### src/rtl/bht_pkg.sv
// Shared types and constants of the bucketed hash table unit.
package bht_pkg;

  localparam int KEY_W       = 31;
  localparam int VAL_W       = 32;
  localparam int ENT_W       = KEY_W + VAL_W;
  localparam int OP_W        = 2;
  localparam int ST_W        = 2;
  localparam int IN_TDATA_W  = 64;
  localparam int OUT_TDATA_W = 32;

  // Bucket index: key bits folded into the remainder, per cycle.
  localparam int HASH_BITS  = 8;
  localparam int HASH_STEPS = (KEY_W + HASH_BITS - 1) / HASH_BITS;
  localparam int KEY_PAD_W  = HASH_STEPS * HASH_BITS;
  localparam int STEP_W     = $clog2(HASH_STEPS);

  typedef enum logic [OP_W-1:0] {
    OP_INSERT = 2'd0,
    OP_SEARCH = 2'd1,
    OP_DELETE = 2'd2
  } op_e;

  typedef enum logic [ST_W-1:0] {
    ST_OK   = 2'd0,
    ST_MISS = 2'd1,
    ST_FULL = 2'd2
  } status_e;

  typedef enum logic [4:0] {
    S_CLEAR = 5'b00001,
    S_IDLE  = 5'b00010,
    S_HASH  = 5'b00100,
    S_READ  = 5'b01000,
    S_CMP   = 5'b10000
  } state_e;

endpackage

### src/rtl/bucketed_hash_table_unit.sv
// Bucketed key-value table: insert, search and delete over fixed-depth buckets.
//
// Each transfer on the slave side is one operation; each gives one result transfer.
// The bucket is key modulo NUM_BUCKETS and holds up to WAYS entries, newest first,
// all kept with the bucket's fill count in one row of a single RAM. An operation
// reduces the key to a bucket index (eight key bits a cycle), reads the RAM row,
// compares all slots and writes the shifted row back, then returns to idle to take
// the next transfer. The compare waits while an earlier result is still held
// unaccepted. The result waits in an output register, so the next operation is
// accepted while it is still pending. After reset a clearing pass zeroes each of
// the NUM_BUCKETS rows, and so the fill counts, before the first transfer is taken.
module bucketed_hash_table_unit #(
  parameter int NUM_BUCKETS = 16,
  parameter int WAYS        = 4
) (
  input  logic                               clk_i,
  input  logic                               rst_ni,
  input  logic                               s_axis_tvalid_i,
  output logic                               s_axis_tready_o,
  input  logic [bht_pkg::IN_TDATA_W-1:0]     s_axis_tdata_i,   // key[30:0], value[62:31]
  input  logic [bht_pkg::OP_W-1:0]           s_axis_tuser_i,   // operation[1:0]
  output logic                               m_axis_tvalid_o,
  input  logic                               m_axis_tready_i,
  output logic [bht_pkg::OUT_TDATA_W-1:0]    m_axis_tdata_o,   // found_value[31:0]
  output logic [bht_pkg::ST_W-1:0]           m_axis_tuser_o    // status[1:0]
);

  localparam int BKT_W = $clog2(NUM_BUCKETS);
  localparam int CNT_W = $clog2(WAYS + 1);
  localparam int SLT_W = WAYS * bht_pkg::ENT_W;
  localparam int ROW_W = SLT_W + CNT_W;
  localparam logic [BKT_W:0]   NbC      = (BKT_W + 1)'(NUM_BUCKETS);
  localparam logic [BKT_W-1:0] LastBkt  = BKT_W'(NUM_BUCKETS - 1);
  localparam logic [CNT_W-1:0] WaysC    = CNT_W'(WAYS);
  localparam logic [bht_pkg::STEP_W-1:0] LastStep = bht_pkg::STEP_W'(bht_pkg::HASH_STEPS - 1);

  bht_pkg::state_e state_q, state_d;
  bht_pkg::op_e    op_q;
  logic [bht_pkg::KEY_W-1:0]     key_q;
  logic [bht_pkg::VAL_W-1:0]     val_q;
  logic [bht_pkg::KEY_PAD_W-1:0] key_sh_q, key_sh_d;
  logic [BKT_W-1:0]              rem_q, rem_d, rem_next;
  logic [bht_pkg::STEP_W-1:0]    step_q, step_d;
  logic [BKT_W-1:0]              clr_q, clr_d;
  logic                          out_valid_q, out_valid_d;
  logic [bht_pkg::ST_W-1:0]      out_status_q, out_status_d;
  logic [bht_pkg::VAL_W-1:0]     out_value_q, out_value_d;

  logic             in_xfer, out_free, cmp_go;
  logic             ram_we, ram_re;
  logic [BKT_W-1:0] ram_waddr;
  logic [ROW_W-1:0] ram_wdata, rd_row;

  logic [CNT_W-1:0]          fill_raw, fill;
  logic [bht_pkg::ENT_W-1:0] slot [WAYS];
  logic [bht_pkg::VAL_W-1:0] hit_val [WAYS];
  logic [WAYS-1:0]           hit, first_hit, at_or_after;
  logic [SLT_W-1:0]          ins_row, del_row;
  logic [bht_pkg::VAL_W-1:0] found_val;
  logic                      row_we;
  logic [ROW_W-1:0]          row_wdata;
  logic [bht_pkg::ST_W-1:0]  cmp_status;
  logic [bht_pkg::VAL_W-1:0] cmp_value;

  assign in_xfer  = s_axis_tvalid_i && s_axis_tready_o;
  assign out_free = !out_valid_q || m_axis_tready_i;
  assign cmp_go   = (state_q == bht_pkg::S_CMP) && out_free;

  // key modulo NUM_BUCKETS, HASH_BITS key bits per cycle, MSB first
  always_comb begin : hash_step
    logic [BKT_W:0]   t;
    logic [BKT_W-1:0] r;
    r = rem_q;
    for (int j = 0; j < bht_pkg::HASH_BITS; j++) begin
      t = {r, key_sh_q[bht_pkg::KEY_PAD_W-1-j]};
      if (t >= NbC) begin
        t = t - NbC;
      end
      r = t[BKT_W-1:0];
    end
    rem_next = r;
  end

  // bucket row compare and shift
  assign fill_raw = rd_row[SLT_W +: CNT_W];
  assign fill     = (fill_raw > WaysC) ? WaysC : fill_raw;

  for (genvar g = 0; g < WAYS; g++) begin : g_slot
    assign slot[g]    = rd_row[g*bht_pkg::ENT_W +: bht_pkg::ENT_W];
    assign hit[g]     = (CNT_W'(g) < fill) && (slot[g][bht_pkg::KEY_W-1:0] == key_q);
    assign hit_val[g] = first_hit[g] ? slot[g][bht_pkg::ENT_W-1:bht_pkg::KEY_W] : '0;
    if (g == 0) begin : g_head
      assign ins_row[g*bht_pkg::ENT_W +: bht_pkg::ENT_W] = {val_q, key_q};
    end else begin : g_body
      assign ins_row[g*bht_pkg::ENT_W +: bht_pkg::ENT_W] = slot[g-1];
    end
    if (g == WAYS - 1) begin : g_tail
      assign del_row[g*bht_pkg::ENT_W +: bht_pkg::ENT_W] = slot[g];
    end else begin : g_mid
      assign del_row[g*bht_pkg::ENT_W +: bht_pkg::ENT_W] =
        at_or_after[g] ? slot[g+1] : slot[g];
    end
  end

  assign first_hit   = hit & (~hit + WAYS'(1));
  assign at_or_after = ~(first_hit - WAYS'(1));

  always_comb begin
    found_val = '0;
    for (int i = 0; i < WAYS; i++) begin
      found_val = found_val | hit_val[i];
    end
  end

  always_comb begin
    row_we     = 1'b0;
    row_wdata  = {fill + CNT_W'(1), ins_row};
    cmp_status = bht_pkg::ST_MISS;
    cmp_value  = '0;
    unique case (op_q)
      bht_pkg::OP_INSERT: begin
        if (fill >= WaysC) begin
          cmp_status = bht_pkg::ST_FULL;
        end else begin
          row_we     = 1'b1;
          cmp_status = bht_pkg::ST_OK;
        end
      end
      bht_pkg::OP_SEARCH: begin
        if (|hit) begin
          cmp_status = bht_pkg::ST_OK;
          cmp_value  = found_val;
        end
      end
      bht_pkg::OP_DELETE: begin
        row_wdata = {fill - CNT_W'(1), del_row};
        if (|hit) begin
          row_we     = 1'b1;
          cmp_status = bht_pkg::ST_OK;
        end
      end
      default: ;
    endcase
  end

  // control
  always_comb begin
    state_d      = state_q;
    key_sh_d     = key_sh_q;
    rem_d        = rem_q;
    step_d       = step_q;
    clr_d        = clr_q;
    out_valid_d  = out_valid_q && !m_axis_tready_i;
    out_status_d = out_status_q;
    out_value_d  = out_value_q;
    ram_we       = 1'b0;
    ram_waddr    = rem_q;
    ram_wdata    = row_wdata;
    ram_re       = 1'b0;
    unique case (state_q)
      bht_pkg::S_CLEAR: begin
        ram_we    = 1'b1;
        ram_waddr = clr_q;
        ram_wdata = '0;
        clr_d     = clr_q + BKT_W'(1);
        if (clr_q == LastBkt) begin
          state_d = bht_pkg::S_IDLE;
        end
      end
      bht_pkg::S_IDLE: begin
        if (in_xfer) begin
          key_sh_d = bht_pkg::KEY_PAD_W'(s_axis_tdata_i[bht_pkg::KEY_W-1:0]);
          rem_d    = '0;
          step_d   = '0;
          state_d  = bht_pkg::S_HASH;
        end
      end
      bht_pkg::S_HASH: begin
        rem_d    = rem_next;
        key_sh_d = key_sh_q << bht_pkg::HASH_BITS;
        step_d   = step_q + bht_pkg::STEP_W'(1);
        if (step_q == LastStep) begin
          state_d = bht_pkg::S_READ;
        end
      end
      bht_pkg::S_READ: begin
        ram_re  = 1'b1;
        state_d = bht_pkg::S_CMP;
      end
      bht_pkg::S_CMP: begin
        if (cmp_go) begin
          ram_we       = row_we;
          out_valid_d  = 1'b1;
          out_status_d = cmp_status;
          out_value_d  = cmp_value;
          state_d      = bht_pkg::S_IDLE;
        end
      end
      default: state_d = bht_pkg::S_IDLE;
    endcase
  end

  always_ff @(posedge clk_i or negedge rst_ni) begin
    if (!rst_ni) begin
      state_q     <= bht_pkg::S_CLEAR;
      step_q      <= '0;
      clr_q       <= '0;
      out_valid_q <= 1'b0;
    end else begin
      state_q     <= state_d;
      step_q      <= step_d;
      clr_q       <= clr_d;
      out_valid_q <= out_valid_d;
    end
  end

  always_ff @(posedge clk_i) begin
    if (in_xfer) begin
      op_q  <= bht_pkg::op_e'(s_axis_tuser_i);
      key_q <= s_axis_tdata_i[bht_pkg::KEY_W-1:0];
      val_q <= s_axis_tdata_i[bht_pkg::ENT_W-1:bht_pkg::KEY_W];
    end
    key_sh_q     <= key_sh_d;
    rem_q        <= rem_d;
    out_status_q <= out_status_d;
    out_value_q  <= out_value_d;
  end

  bht_ram #(
    .WIDTH (ROW_W),
    .DEPTH (NUM_BUCKETS)
  ) u_row_ram (
    .clk_i   (clk_i),
    .we_i    (ram_we),
    .waddr_i (ram_waddr),
    .wdata_i (ram_wdata),
    .re_i    (ram_re),
    .raddr_i (rem_q),
    .rdata_o (rd_row)
  );

  assign s_axis_tready_o = (state_q == bht_pkg::S_IDLE);
  assign m_axis_tvalid_o = out_valid_q;
  assign m_axis_tdata_o  = out_value_q;
  assign m_axis_tuser_o  = out_status_q;

endmodule

### src/rtl/bht_ram.sv
// Generic simple dual-port RAM, one write and one registered read port.
module bht_ram #(
  parameter int WIDTH = 8,
  parameter int DEPTH = 16
) (
  input  logic                     clk_i,
  input  logic                     we_i,
  input  logic [$clog2(DEPTH)-1:0] waddr_i,
  input  logic [WIDTH-1:0]         wdata_i,
  input  logic                     re_i,
  input  logic [$clog2(DEPTH)-1:0] raddr_i,
  output logic [WIDTH-1:0]         rdata_o
);

  logic [WIDTH-1:0] mem_q [DEPTH];
  logic [WIDTH-1:0] rdata_q;

  always_ff @(posedge clk_i) begin
    if (we_i) begin
      mem_q[waddr_i] <= wdata_i;
    end
    if (re_i) begin
      rdata_q <= mem_q[raddr_i];
    end
  end

  assign rdata_o = rdata_q;

endmodule

### config.mk
export PLATFORM = sky130hd
export DESIGN_NAME = bucketed_hash_table_unit
export DESIGN_NICKNAME = d
export VERILOG_FILES = /design/src/rtl/bht_pkg.sv /design/src/rtl/bucketed_hash_table_unit.sv /design/src/rtl/bht_ram.sv
export SDC_FILE = /design/constraint.sdc
export NUM_CORES = 2
export LEC_CHECK = 0
export BUFFER_PORTS_ARGS = -buffer_cell sky130_fd_sc_hd__buf_2
export CAP_MARGIN = 20
export CORE_ASPECT_RATIO = 0.6
export CORE_MARGIN = 10
export CORE_UTILIZATION = 45
export DETAILED_ROUTE_END_ITERATION = 8
export MAX_ROUTING_LAYER = met4
export SLEW_MARGIN = 25
export SYNTH_ARGS = -nofsm -noshare
export SYNTH_HDL_FRONTEND = slang
export SYNTH_SLANG_ARGS = --single-unit
### constraint.sdc
create_clock -name clk_i -period 27.4 [get_ports clk_i]
set_input_delay 1.37 -clock clk_i [delete_from_list [all_inputs] [get_ports clk_i]]
set_output_delay 1.37 -clock clk_i [all_outputs]
set_load 0.1 [all_outputs]
==> results.ini <==
[sta]
fin_ws_ps = 20010
worst_pin_slew_ps = 1250
hold_viol = 0
setup_violations = 0
slew_violations = 0
final.period_utilization = 0.270
max_freq_mhz = 135
tns_ps = 0
finalCriticalPeriod_ps = 7390
maxSlewHeadroom = 0.160
rsz0062_at_grt = no
final.setup_skew_ps = 58.9

[clock_network]
numCtsBuffers = 405
path_clk_slew_ps = 60
htreeDepth = 5
clk-insertion-delay-late_ps = 960
clock_tree.buffer_depth = 4
cts_setup_buffers = 0
cts_tree = yes
cts_hold_buf = 0
cts.sink_count = 4466
clock-root-buffer = clkbuf_16
post_cts_resized = 0

[floorplan]
die-area_sq_um = 410000
rows = 176
die_h_microns = 500
core_sq_um = 383000
ios = 106
die_w_microns = 820
start_util = 0.451

[logic_synthesis]
syn_nets = 7711
post-synth-top-area-fraction = 0.774
synth_seq_cells = 4466
ys.flop_type = edfxtp_1
yosys_warnings = 0
synth_area_sq_um = 173000
avgSynthCellArea_sq_um = 22.6
synth_edf_count = 4454
synthDistinctLibCells = 45
synthTopCellsByArea = edfxtp_1 (77%), mux4_2 (16%), mux2i_1 (0.93%)
ys_async_sr_fraction = 0.00269
yosysTopAreaCell = edfxtp_1
ys_seq_area_frac = 0.776
netlist_instances = 7634

[pwr]
pwr_density_cell_nw_per_um2 = 91.3
ir_drop_mv = 0.0832
p_leak_nw = 58.8
finalPower_mw = 17.7

[setup_path]
cp_slowest_cell = buf_4
worst_ep_arrival_time_ps = 8040
cp_top_family = buffers and inverters
path_max_fanout = 62
cp_common_cell = buf_4
crit_type = flop to flop
max_stage_delay_ps = 920
path_cells = buf_4, buf_4, buf_4, buf_4, buf_4, buf_4, buf_4, mux4_2, mux4_2
critPathLaunchType = flop
cp.required_ps = 28060
crit_path_end_kind = flop
path_buf_inv = 7

[placement]
post-place-ws_ps = 19660
gp_congestion = 0.851
port_buffers = 104
hpwlAfterDp_microns = 238000

[layout]
final_cell_mix = edfxtp_1 (4454), mux4_2 (1244), clkbuf_16 (408)
syn_to_final_growth_pct = 12.1
drive_gt1_frac = 0.280
mostFrequentLayoutCell = edfxtp_1
fill_cells = 29900
layout.nets = 7992

[routing]
num_vias = 83500
via_per_inst = 6.27
dr.pass1.iters = 6
route.detailed.drc = 0
antenna_left = 0
drt-total-wl_microns = 460000
drt-wirelength-per-cell_microns = 34.5
drt_iter0_drc = 11300

[grt]
antenna_found_initial = 36
grt_pass1_vias = 83800
grtUsageTotal = 0.227
grt_overflow_total = 0
grt_max_degree = 145
grt_pass1_wl_microns = 651000

[run_status]
status = finished clean

[min_path]
hp-class = input pin to async pin

[flow_run]
max_cap_violations = 0

-- routing by layer --
metal  vias up  global-route usage  routed length, microns
li1      32900                   -                       -
met1     45600               0.333                  196000
met2      4226               0.333                  211000
met3       667              0.0445                   42100
met4         0              0.0498                   10700
met5         -                   -                       0
-- layout make-up --
class | count | area [sq um] | area share
Antenna cell | 17 | 42.5 | 0.000220
Clock buffer | 491 | 10500 | 0.0543
Clock inverter | 228 | 2200 | 0.0114
Inverter | 9 | 35.0 | 0.000181
Multi-Input combinational cell | 2691 | 37700 | 0.195
Sequential cell | 4466 | 134000 | 0.692
Tap cell | 5073 | 6350 | 0.0328
Timing Repair Buffer | 342 | 2730 | 0.0141
-- through the flow --
| stage | instances | instance area, sq um | hold WS, ps | utilization |
|---|---|---|---|---|
| 2_1_floorplan | 7634 | 173000 | 467 | - |
| 3_3_place_gp | 12600 | 180000 | 487 | 0.471 |
| 3_5_place_dp | 12600 | 180000 | 501 | 0.471 |
| 4_1_cts | 13300 | 193000 | 257 | 0.504 |
| 5_1_grt | 13300 | 194000 | 295 | 0.506 |
| 6_report | 13300 | 194000 | 330 | 0.506 |
-- final timing paths --
| path | start | end | slack, ps | cells past startpoint |
|---|---|---|---|---|
| setup reg to reg | rem_q[1] | u_row_ram.rdata_o[126] | 20010 | 9 |
| min in group clk_i | step_q[0] | step_q[0] | 510 | 1 |
| hold reg to reg | step_q[0] | step_q[0] | 510 | 1 |
| setup / recovery | rem_q[1] | u_row_ram.rdata_o[126] | 20010 | 9 |
| max in group asynchronous | rst_ni | state_q[0] | 26750 | 1 |
| hold / removal | rst_ni | m_axis_tvalid_o | 330 | 1 |
-- report_power, final --
group          switching, mW  internal (mW)
sequential             0.137           8.11
combinational           2.09           1.72
clock                   2.49           3.11
total                   4.72           13.0
-- logic make-up after synthesis --
group / after synthesis / synth area share
buf+inv: 477 / 0.0112
fa+ha+maj: 7 / 0.000507
flops: 4466 / 0.776
mux: 1404 / 0.171
simple gates: 662 / 0.0170
compound gates: 490 / 0.0174
xor+xnor: 128 / 0.00649
-- synth_stat cells (3+ instances only) --
master and number:
edfxtp_1 4454, or3_1 3, nor3b_1 7, xor2_1 92, nor2_1 141, nor4_1 44, xnor2_1 36, nand2_1 332
o21ai_0 129, a21oi_1 158, buf_4 7, nand3_1 35, a31oi_1 72, mux2i_1 160, mux4_2 1244, clkbuf_1 296
a211oi_1 32, nor3_1 23, a311oi_1 62, buf_2 90, o2bb2ai_1 32, nand4_1 18, dfrtp_1 11, nor2b_1 36
inv_1 9, buf_1 74, ha_1 7, and2_1 9
-- state kept, by name, summed over array words and instances (netlist names), 2 cells and up --
register           cells
m_axis_tdata_o        32
val_q                 32
u_row_ram.rdata_o    255
clr_q                  4
step_q                 2
rem_q                  4
key_q                 31
op_q                   2
key_sh_q              16
state_q                5
m_axis_tuser_o         2
u_row_ram.mem_q     4080
Note: power is estimated with default switching activity, not from simulation.
